`src/cfp_pkg.sv`:
```
// Shared types, codes and lookup functions for the class file constant pool parser.
package cfp_pkg;

	localparam logic [2:0] SEC_MAGIC   = 3'd0;
	localparam logic [2:0] SEC_MINOR   = 3'd1;
	localparam logic [2:0] SEC_MAJOR   = 3'd2;
	localparam logic [2:0] SEC_COUNT   = 3'd3;
	localparam logic [2:0] SEC_TAG     = 3'd4;
	localparam logic [2:0] SEC_PAYLOAD = 3'd5;
	localparam logic [2:0] SEC_AFTER   = 3'd6;
	localparam logic [2:0] SEC_ERROR   = 3'd7;

	localparam logic [1:0] ERR_NONE      = 2'd0;
	localparam logic [1:0] ERR_BAD_MAGIC = 2'd1;
	localparam logic [1:0] ERR_BAD_TAG   = 2'd2;

	localparam logic [7:0] TAG_UTF8           = 8'd1;
	localparam logic [7:0] TAG_INTEGER        = 8'd3;
	localparam logic [7:0] TAG_FLOAT          = 8'd4;
	localparam logic [7:0] TAG_LONG           = 8'd5;
	localparam logic [7:0] TAG_DOUBLE         = 8'd6;
	localparam logic [7:0] TAG_CLASS          = 8'd7;
	localparam logic [7:0] TAG_STRING         = 8'd8;
	localparam logic [7:0] TAG_FIELDREF       = 8'd9;
	localparam logic [7:0] TAG_METHODREF      = 8'd10;
	localparam logic [7:0] TAG_IFACE_METHREF  = 8'd11;
	localparam logic [7:0] TAG_NAME_AND_TYPE  = 8'd12;
	localparam logic [7:0] TAG_METHOD_HANDLE  = 8'd15;
	localparam logic [7:0] TAG_METHOD_TYPE    = 8'd16;
	localparam logic [7:0] TAG_INVOKE_DYNAMIC = 8'd18;

	typedef enum logic [7:0] {
		PH_MAGIC   = 8'b0000_0001,
		PH_MINOR   = 8'b0000_0010,
		PH_MAJOR   = 8'b0000_0100,
		PH_COUNT   = 8'b0000_1000,
		PH_TAG     = 8'b0001_0000,
		PH_PAYLOAD = 8'b0010_0000,
		PH_AFTER   = 8'b0100_0000,
		PH_ERROR   = 8'b1000_0000
	} phase_t;

	typedef struct packed {
		phase_t      phase;
		logic [2:0]  hdr_cnt;
		logic [15:0] count;
		logic [15:0] slot;
		logic [7:0]  tag;
		logic [16:0] remain;
		logic [16:0] offset;
		logic [15:0] minor;
		logic [15:0] major;
		logic [1:0]  err;
	} state_t;

	typedef struct packed {
		logic [2:0]  section;
		logic [7:0]  echo_byte;
		logic [15:0] entry_slot;
		logic [7:0]  entry_tag;
		logic [16:0] payload_offset;
		logic        entry_last;
		logic        pool_done;
		logic [1:0]  error_code;
		logic [15:0] minor_version;
		logic [15:0] major_version;
		logic [15:0] pool_count;
	} result_t;

	localparam state_t STATE_RESET = '{
		phase:   PH_MAGIC,
		hdr_cnt: 3'd0,
		count:   16'd0,
		slot:    16'd1,
		tag:     8'd0,
		remain:  17'd0,
		offset:  17'd0,
		minor:   16'd0,
		major:   16'd0,
		err:     ERR_NONE
	};

	function automatic logic [7:0] magic_byte(input logic [1:0] idx);
		logic [7:0] m;
		case (idx)
			2'd0:    m = 8'hCA;
			2'd1:    m = 8'hFE;
			2'd2:    m = 8'hBA;
			default: m = 8'hBE;
		endcase
		return m;
	endfunction

	// fixed payload length; zero for an unknown tag, two for the Utf8 length field
	function automatic logic [3:0] tag_len(input logic [7:0] t);
		logic [3:0] n;
		case (t)
			TAG_UTF8:                            n = 4'd2;
			TAG_INTEGER, TAG_FLOAT:              n = 4'd4;
			TAG_LONG, TAG_DOUBLE:                n = 4'd8;
			TAG_CLASS, TAG_STRING,
			TAG_METHOD_TYPE:                     n = 4'd2;
			TAG_FIELDREF, TAG_METHODREF,
			TAG_IFACE_METHREF, TAG_NAME_AND_TYPE,
			TAG_INVOKE_DYNAMIC:                  n = 4'd4;
			TAG_METHOD_HANDLE:                   n = 4'd3;
			default:                             n = 4'd0;
		endcase
		return n;
	endfunction

endpackage

```
`src/cfp_in_if.sv`:
```
// Byte input channel: valid/ready handshake with one class file byte per beat.
interface cfp_in_if;
	logic       valid;
	logic       ready;
	logic [7:0] data_byte;
	logic       start_of_file;

	modport source(output valid, data_byte, start_of_file, input ready);
	modport sink(input valid, data_byte, start_of_file, output ready);
endinterface

```
`src/cfp_out_if.sv`:
```
// Result channel: valid/ready handshake with one byte classification per beat.
interface cfp_out_if;
	logic        valid;
	logic        ready;
	logic [2:0]  section;
	logic [7:0]  echo_byte;
	logic [15:0] entry_slot;
	logic [7:0]  entry_tag;
	logic [16:0] payload_offset;
	logic        entry_last;
	logic        pool_done;
	logic [1:0]  error_code;
	logic [15:0] minor_version;
	logic [15:0] major_version;
	logic [15:0] pool_count;

	modport source(output valid, section, echo_byte, entry_slot, entry_tag, payload_offset,
		entry_last, pool_done, error_code, minor_version, major_version, pool_count,
		input ready);
	modport sink(input valid, section, echo_byte, entry_slot, entry_tag, payload_offset,
		entry_last, pool_done, error_code, minor_version, major_version, pool_count,
		output ready);
endinterface

```
`src/cfp_step.sv`:
```
// Per-byte parse step: next parser state and the classification of one byte.
module cfp_step (
	input  cfp_pkg::state_t  cur,
	input  logic [7:0]       data_byte,
	input  logic             start_of_file,
	output cfp_pkg::state_t  nxt,
	output cfp_pkg::result_t res
);

	cfp_pkg::state_t st;
	logic [15:0]     count_new;
	logic [3:0]      len;
	logic            utf8;
	logic            long_tag;
	logic [16:0]     rem_new;
	logic            last;
	logic [16:0]     next_slot;

	assign st        = start_of_file ? cfp_pkg::STATE_RESET : cur;
	assign count_new = {st.count[7:0], data_byte};
	assign len       = cfp_pkg::tag_len(data_byte);
	assign utf8      = (st.tag == cfp_pkg::TAG_UTF8);
	assign long_tag  = (st.tag == cfp_pkg::TAG_LONG) || (st.tag == cfp_pkg::TAG_DOUBLE);
	assign next_slot = {1'b0, st.slot} + (long_tag ? 17'd2 : 17'd1);

	always_comb begin
		if (utf8 && st.offset == 17'd0) begin
			rem_new = {1'b0, data_byte, 8'h00};
			last    = 1'b0;
		end else if (utf8 && st.offset == 17'd1) begin
			rem_new = {1'b0, st.remain[15:8], st.remain[7:0] | data_byte};
			last    = (rem_new == 17'd0);
		end else begin
			rem_new = (st.remain != 17'd0) ? st.remain - 17'd1 : st.remain;
			last    = (rem_new == 17'd0);
		end
	end

	always_comb begin
		nxt                = st;
		res.section        = cfp_pkg::SEC_ERROR;
		res.echo_byte      = data_byte;
		res.entry_slot     = 16'd0;
		res.entry_tag      = 8'd0;
		res.payload_offset = 17'd0;
		res.entry_last     = 1'b0;
		res.pool_done      = 1'b0;
		case (st.phase)
			cfp_pkg::PH_MAGIC: begin
				if (data_byte != cfp_pkg::magic_byte(st.hdr_cnt[1:0])) begin
					nxt.err   = cfp_pkg::ERR_BAD_MAGIC;
					nxt.phase = cfp_pkg::PH_ERROR;
				end else begin
					res.section = cfp_pkg::SEC_MAGIC;
					if (st.hdr_cnt[1:0] == 2'd3) begin
						nxt.hdr_cnt = 3'd0;
						nxt.phase   = cfp_pkg::PH_MINOR;
					end else begin
						nxt.hdr_cnt = st.hdr_cnt + 3'd1;
					end
				end
			end
			cfp_pkg::PH_MINOR: begin
				res.section = cfp_pkg::SEC_MINOR;
				nxt.minor   = {st.minor[7:0], data_byte};
				if (st.hdr_cnt[0]) begin
					nxt.hdr_cnt = 3'd0;
					nxt.phase   = cfp_pkg::PH_MAJOR;
				end else begin
					nxt.hdr_cnt = st.hdr_cnt + 3'd1;
				end
			end
			cfp_pkg::PH_MAJOR: begin
				res.section = cfp_pkg::SEC_MAJOR;
				nxt.major   = {st.major[7:0], data_byte};
				if (st.hdr_cnt[0]) begin
					nxt.hdr_cnt = 3'd0;
					nxt.phase   = cfp_pkg::PH_COUNT;
				end else begin
					nxt.hdr_cnt = st.hdr_cnt + 3'd1;
				end
			end
			cfp_pkg::PH_COUNT: begin
				res.section = cfp_pkg::SEC_COUNT;
				nxt.count   = count_new;
				if (st.hdr_cnt[0]) begin
					nxt.hdr_cnt = 3'd0;
					nxt.slot    = 16'd1;
					if (count_new <= 16'd1) begin
						nxt.phase     = cfp_pkg::PH_AFTER;
						res.pool_done = 1'b1;
					end else begin
						nxt.phase = cfp_pkg::PH_TAG;
					end
				end else begin
					nxt.hdr_cnt = st.hdr_cnt + 3'd1;
				end
			end
			cfp_pkg::PH_TAG: begin
				if (len == 4'd0) begin
					nxt.err   = cfp_pkg::ERR_BAD_TAG;
					nxt.phase = cfp_pkg::PH_ERROR;
				end else begin
					res.section    = cfp_pkg::SEC_TAG;
					res.entry_slot = st.slot;
					res.entry_tag  = data_byte;
					nxt.tag        = data_byte;
					nxt.remain     = 17'(len);
					nxt.offset     = 17'd0;
					nxt.phase      = cfp_pkg::PH_PAYLOAD;
				end
			end
			cfp_pkg::PH_PAYLOAD: begin
				res.section        = cfp_pkg::SEC_PAYLOAD;
				res.entry_slot     = st.slot;
				res.entry_tag      = st.tag;
				res.payload_offset = st.offset;
				res.entry_last     = last;
				nxt.remain         = rem_new;
				nxt.offset         = st.offset + 17'd1;
				if (last) begin
					if (next_slot >= {1'b0, st.count}) begin
						nxt.phase     = cfp_pkg::PH_AFTER;
						res.pool_done = 1'b1;
					end else begin
						nxt.slot  = next_slot[15:0];
						nxt.phase = cfp_pkg::PH_TAG;
					end
				end
			end
			cfp_pkg::PH_AFTER: begin
				res.section   = cfp_pkg::SEC_AFTER;
				res.pool_done = 1'b1;
			end
			default: begin
				res.section = cfp_pkg::SEC_ERROR;
			end
		endcase
		res.error_code    = nxt.err;
		res.minor_version = nxt.minor;
		res.major_version = nxt.major;
		res.pool_count    = nxt.count;
	end

endmodule

```
`src/class_file_constant_pool_parser.sv`:
```
// Top level of the class file constant pool parser.
//
// Usage: class file bytes enter on the bytes channel, one per beat, with
// start_of_file set on the first byte of each file. Every byte gives exactly
// one beat on the results channel that classifies it (section, slot, tag,
// payload offset, entry end, pool done, sticky error) and shows the captured
// minor version, major version and constant pool count.
// A byte accepted into the input register is classified by the step, and its
// result is registered in the result register when the receiver is not stalled.
// Throughput: one byte per cycle unless the receiver stalls; the parse state
// advances once per byte through a combinational step between the registers.
// Reset (arst_n low) clears the parse state to the start of the magic field,
// so a file may start without start_of_file after reset.
// When the receiver stalls, the result is held and one further byte is taken
// into the input register; bytes.ready then drops until results move on.
module class_file_constant_pool_parser (
	input logic        clk,
	input logic        arst_n,
	cfp_in_if.sink     bytes,
	cfp_out_if.source  results
);

	logic             valid_s1;
	logic [7:0]       data_s1;
	logic             sof_s1;
	logic             res_valid_q;
	cfp_pkg::result_t res_q;
	cfp_pkg::state_t  state_q;
	cfp_pkg::state_t  state_nxt;
	cfp_pkg::result_t res_nxt;
	logic             advance;

	assign advance     = valid_s1 && (!res_valid_q || results.ready);
	assign bytes.ready = !valid_s1 || advance;

	cfp_step u_step (
		.cur           (state_q),
		.data_byte     (data_s1),
		.start_of_file (sof_s1),
		.nxt           (state_nxt),
		.res           (res_nxt)
	);

	always_ff @(posedge clk or negedge arst_n) begin
		if (!arst_n) begin
			valid_s1    <= 1'b0;
			res_valid_q <= 1'b0;
			state_q     <= cfp_pkg::STATE_RESET;
		end else begin
			if (bytes.ready) begin
				valid_s1 <= bytes.valid;
			end
			if (advance) begin
				res_valid_q <= 1'b1;
				state_q     <= state_nxt;
			end else if (results.ready) begin
				res_valid_q <= 1'b0;
			end
		end
	end

	always_ff @(posedge clk) begin
		if (bytes.valid && bytes.ready) begin
			data_s1 <= bytes.data_byte;
			sof_s1  <= bytes.start_of_file;
		end
		if (advance) begin
			res_q <= res_nxt;
		end
	end

	assign results.valid          = res_valid_q;
	assign results.section        = res_q.section;
	assign results.echo_byte      = res_q.echo_byte;
	assign results.entry_slot     = res_q.entry_slot;
	assign results.entry_tag      = res_q.entry_tag;
	assign results.payload_offset = res_q.payload_offset;
	assign results.entry_last     = res_q.entry_last;
	assign results.pool_done      = res_q.pool_done;
	assign results.error_code     = res_q.error_code;
	assign results.minor_version  = res_q.minor_version;
	assign results.major_version  = res_q.major_version;
	assign results.pool_count     = res_q.pool_count;

endmodule

```
`src/flat_wrapper.sv`:
```
// flat-port wrapper written by rule: the top's interface ports become plain ports
module class_file_constant_pool_parser_flat 
  (clk, arst_n, bytes_valid, bytes_data_byte, bytes_start_of_file, bytes_ready, results_valid, results_section, results_echo_byte, results_entry_slot, results_entry_tag, results_payload_offset, results_entry_last, results_pool_done, results_error_code, results_minor_version, results_major_version, results_pool_count, results_ready);
  cfp_in_if bytes_i ();
  cfp_out_if results_i ();
  input logic clk;
  input logic arst_n;
  input wire logic [$bits(bytes_i.valid)-1:0] bytes_valid;
  input wire logic [$bits(bytes_i.data_byte)-1:0] bytes_data_byte;
  input wire logic [$bits(bytes_i.start_of_file)-1:0] bytes_start_of_file;
  output wire logic [$bits(bytes_i.ready)-1:0] bytes_ready;
  output wire logic [$bits(results_i.valid)-1:0] results_valid;
  output wire logic [$bits(results_i.section)-1:0] results_section;
  output wire logic [$bits(results_i.echo_byte)-1:0] results_echo_byte;
  output wire logic [$bits(results_i.entry_slot)-1:0] results_entry_slot;
  output wire logic [$bits(results_i.entry_tag)-1:0] results_entry_tag;
  output wire logic [$bits(results_i.payload_offset)-1:0] results_payload_offset;
  output wire logic [$bits(results_i.entry_last)-1:0] results_entry_last;
  output wire logic [$bits(results_i.pool_done)-1:0] results_pool_done;
  output wire logic [$bits(results_i.error_code)-1:0] results_error_code;
  output wire logic [$bits(results_i.minor_version)-1:0] results_minor_version;
  output wire logic [$bits(results_i.major_version)-1:0] results_major_version;
  output wire logic [$bits(results_i.pool_count)-1:0] results_pool_count;
  input wire logic [$bits(results_i.ready)-1:0] results_ready;
  assign bytes_i.valid = bytes_valid;
  assign bytes_i.data_byte = bytes_data_byte;
  assign bytes_i.start_of_file = bytes_start_of_file;
  assign bytes_ready = bytes_i.ready;
  assign results_valid = results_i.valid;
  assign results_section = results_i.section;
  assign results_echo_byte = results_i.echo_byte;
  assign results_entry_slot = results_i.entry_slot;
  assign results_entry_tag = results_i.entry_tag;
  assign results_payload_offset = results_i.payload_offset;
  assign results_entry_last = results_i.entry_last;
  assign results_pool_done = results_i.pool_done;
  assign results_error_code = results_i.error_code;
  assign results_minor_version = results_i.minor_version;
  assign results_major_version = results_i.major_version;
  assign results_pool_count = results_i.pool_count;
  assign results_i.ready = results_ready;
  class_file_constant_pool_parser u_core (.clk(clk), .arst_n(arst_n), .bytes(bytes_i), .results(results_i));
endmodule
```
`config.mk`:
```
export PLATFORM = sky130hd
export DESIGN_NAME = class_file_constant_pool_parser_flat
export DESIGN_NICKNAME = d
export VERILOG_FILES = /design/src/cfp_pkg.sv /design/src/cfp_in_if.sv /design/src/cfp_out_if.sv /design/src/cfp_step.sv /design/src/class_file_constant_pool_parser.sv /design/src/flat_wrapper.sv
export SDC_FILE = /design/constraint.sdc
export NUM_CORES = 1
export LEC_CHECK = 0
export ABC_CLOCK_PERIOD_IN_PS = 11300
export BUFFER_PORTS_ARGS = -buffer_cell sky130_fd_sc_hd__buf_2
export CAP_MARGIN = 20
export CORE_UTILIZATION = 40
export DETAILED_ROUTE_END_ITERATION = 10
export PLACE_DENSITY_LB_ADDON = 0.15
export SYNTH_ARGS = -nofsm -noshare
export SYNTH_HDL_FRONTEND = slang
export SYNTH_SLANG_ARGS = --single-unit
```
`constraint.sdc`:
```
create_clock -name clk -period 11.3 [get_ports clk]
set_input_delay 2.26 -clock clk [delete_from_list [all_inputs] [get_ports clk]]
set_output_delay 2.26 -clock clk [all_outputs]
set_load 0.02 [all_outputs]
```
==> summary.md, run 1 <==
| Metric | Value |
|---|---|
| Row cnt | 63 |
| Met2 Usage GRT | 32.6% |
| # clock sinks | 237 |
| CP arrival | 5900 ps |
| Critical Path RT | 11700 ps |
| Clock latency on the worst-skew pair | 540 ps |
| DR WL/cell | 19.3 microns |
| Launching point of the worst reg2reg path | u_core.state_q[72] |
| Worst-Margin Slew | 1060 ps |
| Die outline height | 177 microns |
| EDFF count, synth | 113 |
| Most frequent cell after synthesis | nand2_1 |
| Top post-synthesis cells by count | nand2_1 (199), dfrtp_1 (118), edfxtp_1 (113), o21ai_0 (85), a21oi_1 (69) |
| Max Clk Rate | 182 MHz |
| Post-CTS sizing | 0 |
| Root Driver | clkbuf_16 |
| Tightest Hold Check Type | register to register |
| Post-synthesis cell type count | 91 |
| FF-to-FF End | u_core.state_q[78] |
| Period utilization | 48.6% |
| Initial Util | 41.0% |
| Syn nets | 1230 |
| Post-DP HPWL | 21300 microns |
| Vias in the first global route | 9000 |
| Mean Syn Cell Area | 10.3 sq um |
| Top cells by area, synth | edfxtp_1 (28%), dfrtp_1 (24%), nand2_1 (6.1%) |
| Clock tree buffer depth | 3 |
| Initial antenna violation count | 0 |
| Sequential Area | 6480 sq um |
| Crit. Startpoint | u_core.state_q[72] |
| Grt met3 use | 3.05% |
| Largest stage delay on the critical path | 600 ps |
| Crit path to | u_core.state_q[78] |
| Via count | 9406 |
| Fillers | 2791 |
| Crit path time final | 5500 ps |
| GP Congestion | 0.877 |
| #FFs+latches synth | 237 |
| Die area | 31300 sq um |
| ANT cells | 0 |
| Max FO, Critical Path | 9 |
| Synth warn | 0 |
| Multi-input logic area | 5370 sq um |
| IO Port Bufs | 118 |
| DIE WIDTH | 177 microns |
| Num CTS Buffers | 26 |
| Setup Buffers After CTS | 0 |
| H-tree levels | 1 |
| CTS tree | yes |
| Sequential fraction of the synthesis area | 52.9% |
| Reg2reg path depth | 19 |
| Setup crit start kind | register |
| Run status | complete, no violations |
| Mean number of vias per cell | 5.56 |
| DP Area | 13200 sq um |
| Io pins | 119 |
| Slowest stage cell, crit path | or4_1 |
| Gr ovfl total | 0 |
| Post-synth top area share | 27.7% |
| R2R setup slack | 5800 ps |
| Slew margin rel. | 29.0% |
| Number of routed nets with antenna violations | 0 |
| Crit path kind | register to register |
| CTS Hold Bufs | 0 |
| Largest net degree at the start of global routing | 82 |
| Busiest grt layer | met2 |
| Core Box Area | 29900 sq um |
| Post-synth top flop | dfrtp_1 |
| FFs w/ async S/R, synth | 50.6% |
| Peak VDD IR | 0.000111 V |
| CP Cell Sequence | or4_1 > nor2_1 > and4b_1 > ha_1 > a21o_1 > nand2_1 > or4_1 > nor3_1 > nand3_1 > xor2_1 > nor2_1 > ha_1 > a21oi_1 > nor2b_1 > o21ai_0 > o211ai_2 > a211oi_4 > o21ai_4 > a22o_1 |
| Total global-route track usage | 20.9% |
| DRT Wirelength | 32600 microns |
| Nets@finish | 1327 |
| First-pass GRT wire length | 50900 microns |
| Setup violations, final | 0 |
| Worst hold slack | 477 ps |
| Pins Over Slew Limit | 0 |
| Setup TNS Final | 0 ps |
| Clock skew | 23.8 ps |
| LEAKAGE | 6.25 nW |
| PD cells | 148 nW/um^2 |
| Clock-pin slew on the worst setup and hold paths | 60 ps |
| DRT Pass-1 Iters | 5 |
| Routing usage on met1 | 30.3% |
| Worst setup EP type | register |
| Initial drt markers | 646 |
| RSZ-0062 raised after global routing | no |
| Final Cell Area | 14100 sq um |
| Max cap viols | 0 |
| Leading area contributor after synthesis | edfxtp_1 |
| Post-route DRC violation count | 0 |
| Cells after Synth | 1185 |
| Layout cells sized above 1 | 18.8% |
| Layout area overhead | 15.3% |
| Min-delay src | u_core.state_q[11] |
| Post-Syn Area | 12300 sq um |
| Final Hold Vio Count | 0 |
worst max-delay path, delay by kind of cell (launching register included):
kind,cells,cell delay [ps]
AND/OR/NAND/NOR,9,2620
AO/OA/AOI/OAI,7,1710
adder cells (fa/ha/maj),2,480
flip-flops,1,390
XOR/XNOR,1,160
cell usage in the layout (no fill, tap or decap), types with 13 or more instances in the layout:
| master | instances |
|---|---|
| nor2_1 | 64 |
| ha_1 | 31 |
| inv_1 | 23 |
| mux2_2 | 35 |
| buf_4 | 18 |
| nor2b_1 | 18 |
| nand4_1 | 13 |
| nand2_1 | 199 |
| nand3_1 | 23 |
| buf_2 | 117 |
| a31oi_1 | 13 |
| edfxtp_1 | 113 |
| dfrtp_1 | 118 |
| and3_1 | 32 |
| a21o_1 | 27 |
| a21oi_1 | 69 |
| nor3_1 | 21 |
| o21ai_0 | 85 |
| and2_1 | 34 |
| clkbuf_16 | 27 |
| a22o_1 | 22 |
metal layers:
metal / wire length [microns] / share of wire, % / vias to the layer above
li1: - / - / 4499
met4: 839 / 2.6 / 0
met2: 14600 / 45 / 272
met1: 15400 / 47 / 4587
met5: 0 / 0 / -
met3: 1760 / 5.4 / 48
logic make-up (layout without fill, tap and decap cells):
| group | Yosys count | in the layout | share of synthesized area [%] |
|---|---|---|---|
| buffers and inverters | 92 | 209 | 3.33 |
| flip-flops | 237 | 237 | 52.9 |
| adder cells (fa/ha/maj) | 32 | 32 | 3.33 |
| multiplexers | 47 | 47 | 4.20 |
| XOR/XNOR | 19 | 19 | 1.36 |
| AO/OA/AOI/OAI | 282 | 282 | 15.1 |
| AND/OR/NAND/NOR | 476 | 476 | 19.9 |
through the flow:
step / instances / util, % / worst slack [ps] / power, mW
after floorplan: 1185 / - / 4720 / 1.11
final: 1692 / 47.3 / 5800 / 2.09
after detailed placement: 1643 / 44.1 / 5710 / 1.19
after CTS: 1691 / 47.2 / 5780 / 2.11
after global routing: 1692 / 47.3 / 5460 / 2.17
after global placement: 1642 / 44.0 / 5700 / 1.19
how the worst min path moves through the flow:
stage	slack [ps]	endpoint	cells after the start
2_1_floorplan	420	u_core.results.echo_byte[1]	0
3_3_place_gp	460	u_core.state_q[30]	2
3_5_place_dp	460	u_core.state_q[11]	2
4_1_cts	480	u_core.state_q[11]	2
5_1_grt	500	u_core.state_q[14]	2
6_report	480	u_core.state_q[11]	2
layout make-up:
| cell class | instances | share of cell area, % |
|---|---|---|
| flip-flops and latches | 237 | 45.9 |
| clock inverters | 13 | 1.41 |
| multi-input cells | 856 | 38.0 |
| inverters | 24 | 0.673 |
| repair buffers | 137 | 5.38 |
| well taps | 390 | 3.45 |
| clock buffers | 35 | 5.21 |
sequential cells by signal, indices dropped and copies added (netlist names), 2 cells and up, named ones only:
name and flops:
u_core.results.entry_tag 8, u_core.results.pool_count 16, u_core.results.echo_byte 8, u_core.state_q 118, u_core.results.entry_slot 16, u_core.results.section 3, u_core.results.minor_version 16, u_core.results.error_code 2
u_core.results.major_version 16, u_core.data_s1 8, u_core.results.payload_offset 17
where the power goes:
group	leakage [nW]	internal [mW]	switching, mW
Sequential	2.81	0.946	0.0220
Clock	0.457	0.571	0.344
Combinational	2.98	0.0551	0.147
Total	6.25	1.57	0.513
(Power assumes the default switching activity.)
==> run 2: changes to the inputs <==
ABC_CLOCK_PERIOD_IN_PS = 4970   (was 11300)
clock period = 4.97 ns   (was 11.3 ns; I/O delays follow)
==> run 2 against run 1 <==
Net effect:
- cell count grew 0.95%
- register-to-register slack got worse by 5600 ps
- via count is 1.7% higher
- critical path type unchanged
- worst hold slack worse by 95 ps
- first-iteration DRC count up 33%
==> summary.md, run 2 (synthesis gave the netlist of run 1 again) <==
| Metric | Value |
|---|---|
| Commonest non-fill, non-tap cell in the layout | nand2_1 |
| CP arrival | 5130 ps (-770 ps) |
| Max reg flops | 118 (unchanged) |
| CTS tree | yes |
| Max cap viols | 0 (unchanged) |
| Pins Over Slew Limit | 0 (unchanged) |
| Critical Path RT | 5380 ps (-6320 ps) |
| Non-filler cells, final | 1708 (+0.95%) |
| Placed instance count | 1655 (+0.73%) |
| Setup crit start kind | register |
| Post-route DRC violation count | 0 (unchanged) |
| Final Hold Vio Count | 0 (unchanged) |
| DRT Wirelength | 34000 microns (+4.4%) |
| Clock skew | 10.0 ps (-13.8 ps) |
| Clock tree buffer depth | 3 (unchanged) |
| Crit path kind | register to register |
| Setup ws final | 248 ps (-5560 ps) |
| Worst setup EP type | register |
| H-tree levels | 1 (unchanged) |
| DIE WIDTH | 177 microns (unchanged) |
| LEAKAGE | 6.30 nW (+0.77%) |
| ANT cells | 0 (unchanged) |
| Run status | complete, no violations |
| Tightest Hold Check Type | input pin to asynchronous set/reset pin |
| Initial Util | 41.0% (unchanged) |
| DR WL/cell | 19.9 microns (+3.4%) |
| Layout cells sized above 1 | 19.8% (+0.99 points) |
| Mean number of vias per cell | 5.60 (+0.74%) |
| DRT Pass-1 Iters | 5 (unchanged) |
| First-pass GRT wire length | 52800 microns (+3.7%) |
| Period utilization | 95.0% (+46 points) |
| Root Driver | clkbuf_16 |
| Gr ovfl total | 0 (unchanged) |
| Layout area overhead | 15.9% |
| Die outline height | 177 microns (unchanged) |
| Max FO, Critical Path | 9 (unchanged) |
| Total global-route track usage | 21.9% (+0.94 points) |
| Largest net degree at the start of global routing | 82 (unchanged) |
| Peak VDD IR | 0.000274 V (+150%) |
| Initial drt markers | 861 (+33%) |
| CTS Hold Bufs | 0 (unchanged) |
| PD cells | 328 nW/um^2 (+120%) |
| Slew margin rel. | 32.6% (+3.5 points) |
| # clock sinks | 237 (unchanged) |
| Most frequent cells in the layout | nand2_1 (199), dfrtp_1 (118), buf_2 (117), edfxtp_1 (113), o21ai_0 (84) |
| Setup TNS Final | 0 ps (unchanged) |
| Initial antenna violation count | 0 (unchanged) |
| Core Box Area | 29900 sq um (unchanged) |
| Die area | 31300 sq um (unchanged) |
| Via count | 9565 (+1.7%) |
| Worst-Margin Slew | 1010 ps (-53.0 ps) |
| Io pins | 119 (unchanged) |
| Clock latency on the worst-skew pair | 530 ps (about the same) |
| Launching point of the worst reg2reg path | u_core.state_q[72] |
| Vias in the first global route | 9076 (+0.84%) |
| Pre-CTS setup slack | 32.6 ps (-5680 ps) |
| Num CTS Buffers | 26 (unchanged) |
| GP Congestion | 0.891 (+1.6%) |
| Row cnt | 63 (unchanged) |
| Max Clk Rate | 212 MHz (+16%) |
| Clock-pin slew on the worst setup and hold paths | 60 ps (about the same) |
| Nets@finish | 1343 (+1.2%) |
| IO Port Bufs | 118 (unchanged) |
| Crit. Startpoint | u_core.state_q[72] |
| Setup violations, final | 0 (unchanged) |
| RSZ-0062 raised after global routing | no |
| Post-DP HPWL | 22300 microns (+4.8%) |
| Reg with most FFs | u_core.state_q |
| Crit path time final | 4720 ps (-774 ps) |
| Number of routed nets with antenna violations | 0 (unchanged) |
-- run 2: cell count changes in the layout (fill, tap and decap cells not counted), sizes merged --
cell	change
buf	+15
clkbuf	+2
clkinv	+1
bufinv	-2
-- run 2: worst max-delay path: stages (launching register included) --
cell and delay [ps]:
dfrtp_1 390, or4_1 580, nor2_1 120, and4b_2 310, inv_1 60, ha_1 210
fa_1 390, nand4b_1 170, o21ai_0 100, a21oi_1 210, ha_1 280, a21o_1 180
a21oi_1 150, nor2b_1 60, a2111oi_1 270, o31a_1 250, o211ai_4 140, a211oi_4 280
buf_12 170, a31oi_1 80, o22a_1 210
-- run 2: what timing repair did --
action                     4_1_cts  5_1_grt
setup endpoints to repair        0       19
gates resized for setup          0        5
setup buffers                    0        3
-- run 2: where the power goes --
group | total (mW) | switching (mW) | internal, mW | leakage, nW
Combinational | 0.469 | 0.339 | 0.131 | 3.06
Sequential | 2.21 | 0.0568 | 2.15 | 2.81
Clock | 1.98 | 0.797 | 1.18 | 0.425
Total | 4.66 | 1.19 | 3.46 | 6.30
-- run 2: metal layers --
layer  vias to the layer above  global-route usage, %  wire, microns
met3                        48                   3.09           1890
li1                       4532                      -              -
met1                      4680                   31.9          16100
met5                         -                      0              0
met2                       305                   34.0          15400
met4                         0                   5.28            652
-- run 2: path summary, 6_finish.rpt --
check,to,slack (ps),depth (start not counted)
max in group asynchronous,u_core.state_q[20],3560,3
worst min-delay path,u_core.results.valid,380,1
worst max register to register,u_core.state_q[87],250,20
worst max-delay path,u_core.state_q[87],250,20
min in group clk,u_core.state_q[33],470,2
worst min register to register,u_core.state_q[33],470,2
-- run 2: cell type report --
class | count | area (sq um)
Clock buffer | 36 | 729
Clock inverter | 12 | 139
Fill cell | 2797 | 15700
Inverter | 24 | 95.1
Multi-Input combinational cell | 856 | 5390
Sequential cell | 237 | 6480
Tap cell | 390 | 488
Timing Repair Buffer | 153 | 886
-- run 2: metrics by stage --
stage	util, %	hold WS [ps]	cell area, sq um	total power [mW]
floorplan	-	424	12300	2.53
global placement	44.4	457	13300	2.71
detailed placement	44.4	462	13300	2.71
CTS	47.3	477	14100	4.71
global route	47.5	389	14200	4.83
finish	47.5	382	14200	4.66
==> run 3: changes to the inputs <==
ABC_CLOCK_PERIOD_IN_PS = 5500   (was 4970)
CTS_BUF_LIST = sky130_fd_sc_hd__clkbuf_4 sky130_fd_sc_hd__clkbuf_8   (was unset)
SETUP_SLACK_MARGIN = 0.15   (was unset)
clock period = 5.5 ns   (was 4.97 ns; I/O delays follow)
==> run 3 against run 2 <==
Net effect:
- clock skew is 21 ps higher
- fmax is 5.2% lower
- non-clock buffer count is 4 lower
- wire length is 0.67% lower
- first-iteration DRC count is 0.93% lower
- clock power is 8% lower
- register-to-register slack better by 270 ps
- sequential cell count stayed put
- combinational power is 11% lower
- global-route usage hardly changed
- worst hold slack better by 92 ps
- highest routed layer unchanged
==> summary.md, run 3 (synthesis gave the netlist of run 1 again) <==
| Metric | Value |
|---|---|
| Run status | complete, no violations |
| GP Congestion | 0.889 (-0.25%) |
| Period utilization | 90.5% (-4.5 points) |
| Root Driver | clkbuf_8 |
| Crit. Startpoint | u_core.state_q[72] |
| Multi-input logic area | 5390 sq um (about the same) |
| H-tree levels | 2 (+1) |
| CP arrival | 5410 ps (+280 ps) |
| Clock tree buffer depth | 3 (unchanged) |
| Clock skew | 31.4 ps (+21.3 ps) |
| Initial Util | 41.0% (unchanged) |
| Mean number of vias per cell | 5.49 (-1.9%) |
| Number of routed nets with antenna violations | 0 (unchanged) |
| Layout area overhead | 16.1% |
| Crit path kind | register to register |
| CP most frequent cell | buf_4 |
| DRT Wirelength | 33800 microns (-0.67%) |
| Clk pwr share | 43.0% (+0.5 points) |
| Largest stage delay on the critical path | 590 ps (about the same) |
| Post-DP HPWL | 21900 microns (-1.6%) |
| Clock-pin slew on the worst setup and hold paths | 60 ps (about the same) |
| CTS tree | yes |
| Io pins | 119 (unchanged) |
| Clock latency on the worst-skew pair | 560 ps (+30 ps) |
| Max reg flops | 118 (unchanged) |
| Commonest non-fill, non-tap cell in the layout | nand2_1 |
| Vias in the first global route | 9255 (+2.0%) |
| Int Pwr | 3.12 mW (-9.9%) |
| Core Box Area | 29900 sq um (unchanged) |
| Sw Share | 26.3% (+0.72 points) |
| Power share of the combinational group | 9.9% (-0.2 points) |
| RSZ-0062 raised after global routing | no |
| Die outline height | 177 microns (unchanged) |
| First-pass GRT wire length | 52800 microns (about the same) |
| PD cells | 298 nW/um^2 (-9.1%) |
| Slowest stage cell, crit path | or4_1 |
| Via count | 9547 (-0.19%) |
| Setup TNS Final | 0 ps (unchanged) |
| LEAKAGE | 6.34 nW (+0.70%) |
| Setup violations, final | 0 (unchanged) |
| Worst setup EP type | register |
| Slew margin rel. | 32.7% (+0.16 points) |
| CTS Hold Bufs | 0 (unchanged) |
| Tightest Hold Check Type | register to register |
| Post-route DRC violation count | 0 (unchanged) |
| Critical Path RT | 5930 ps (+550 ps) |
| Largest net degree at the start of global routing | 81 (-1.2%) |
| Reg with most FFs | u_core.state_q |
| ANT cells | 0 (unchanged) |
| Final Hold Vio Count | 0 (unchanged) |
| Die area | 31300 sq um (unchanged) |
| Total global-route track usage | 21.9% (about the same) |
| IO Port Bufs | 118 (unchanged) |
| Pins Over Slew Limit | 0 (unchanged) |
| DIE WIDTH | 177 microns (unchanged) |
| Nets@finish | 1357 (+1.0%) |
| # clock sinks | 237 (unchanged) |
| Min-delay src | u_core.state_q[16] |
| Gr ovfl total | 0 (unchanged) |
| Max FO, Critical Path | 6 (-3) |
| Setup crit start kind | register |
| Initial antenna violation count | 0 (unchanged) |
| Max cap viols | 0 (unchanged) |
| DR WL/cell | 19.5 microns (-2.4%) |
| Peak VDD IR | 0.000199 V (-27%) |
| Tot Pwr | 4.24 mW (-9.0%) |
| Most frequent cells in the layout | nand2_1 (199), dfrtp_1 (118), buf_2 (117), edfxtp_1 (113), o21ai_0 (84) |
| Sequential Area | 6480 sq um (unchanged) |
| Num CTS Buffers | 44 (+69%) |
| Max Clk Rate | 201 MHz (-5.2%) |
| Row cnt | 63 (unchanged) |
| Sw Pwr | 1.12 mW (-6.4%) |
| Layout cells sized above 1 | 22.2% (+2.4 points) |
| Worst-Margin Slew | 996 ps (-11.6 ps) |
| Launching point of the worst reg2reg path | u_core.state_q[72] |
| DRT Pass-1 Iters | 5 (unchanged) |
| Final Util | 47.6% (+0.084 points) |
| CP Cell Sequence | or4_1 > nor2_1 > and4b_2 > inv_1 > ha_1 > fa_2 > nand4b_1 > buf_4 > buf_4 > nor3_2 > and3_1 > xnor2_1 > ha_1 > a21o_1 > a21oi_1 > nor2b_1 > o21ai_1 > o211ai_2 > buf_4 > or3_1 > o221ai_1 > nand3_1 |
| Crit path time final | 4980 ps (+257 ps) |
| Sequential share of power | 47.1% (-0.3 points) |
| Initial drt markers | 853 (-0.93%) |
| Fillers | 2802 (+0.18%) |
==> run 3: cell types whose count changed in the layout (fill, tap and decap cells not counted), moves of 2 or more <==
| cell | previous run | this run |
|---|---|---|
| clkbuf_1 | 7 | 0 |
| clkbuf_16 | 27 | 0 |
| clkbuf_4 | 0 | 16 |
| clkbuf_8 | 2 | 48 |
| clkinv_2 | 5 | 7 |
| clkinvlp_4 | 1 | 4 |
==> run 3: worst max-delay path: cells and delay by family (launching register included) <==
family,cells,cell delay (ps)
flops,1,400
fa+ha+maj,3,890
buf+inv,4,540
simple gates,9,2070
compound gates,5,800
xor+xnor,1,150
==> run 3: layout make-up <==
cell class / count / share of cell area, %
well taps: 390 / 3.43
repair buffers: 149 / 5.80
inverters: 24 / 0.668
clock inverters: 18 / 1.23
flip-flops and latches: 237 / 45.5
clock buffers: 64 / 5.49
multi-input cells: 856 / 37.9
==> run 3: path summary, 6_finish.rpt <==
check                                endpoint  slack [ps]  cells past startpoint
min                        u_core.state_q[16]         470                      2
min in group asynchronous  u_core.state_q[58]         570                      1
max                        u_core.state_q[88]         520                     22
min reg2reg                u_core.state_q[16]         470                      2
max in group asynchronous  u_core.state_q[14]        3930                      2
max reg2reg                u_core.state_q[88]         520                     22
==> run 3: power by group through the flow <==
| stage | Sequential [mW] | Clock [mW] | Combinational, mW |
|---|---|---|---|
| final | 1.99 | 1.82 | 0.419 |
| after floorplan | 2.08 | 0 | 0.202 |
| after detailed placement | 2.03 | 0 | 0.422 |
| after CTS | 2.00 | 1.88 | 0.423 |
| after global placement | 2.03 | 0 | 0.419 |
| after global routing | 2.00 | 1.96 | 0.459 |
==> run 3: through the flow <==
stage,setup slack (ps),hold slack (ps),area (sq um),std cells
after floorplan,304,424,12300,1185
after global placement,452,457,13200,1648
after detailed placement,267,463,13200,1648
after CTS,214,477,14200,1730
after global routing,162,510,14200,1738
final,522,474,14200,1738
==> run 3: routing by layer <==
metal  GRT usage, %  share of wire, %  wire length (microns)
met4           7.33               2.5                    857
met3           3.80               5.8                   1960
met5              0                 0                      0
met2           33.1                45                  15100
met1           31.4                47                  15900
==> run 3: what timing repair did <==
action                     CTS  global route
setup endpoints to repair    0            19
buffers inserted             0             8
resized for setup            0             7
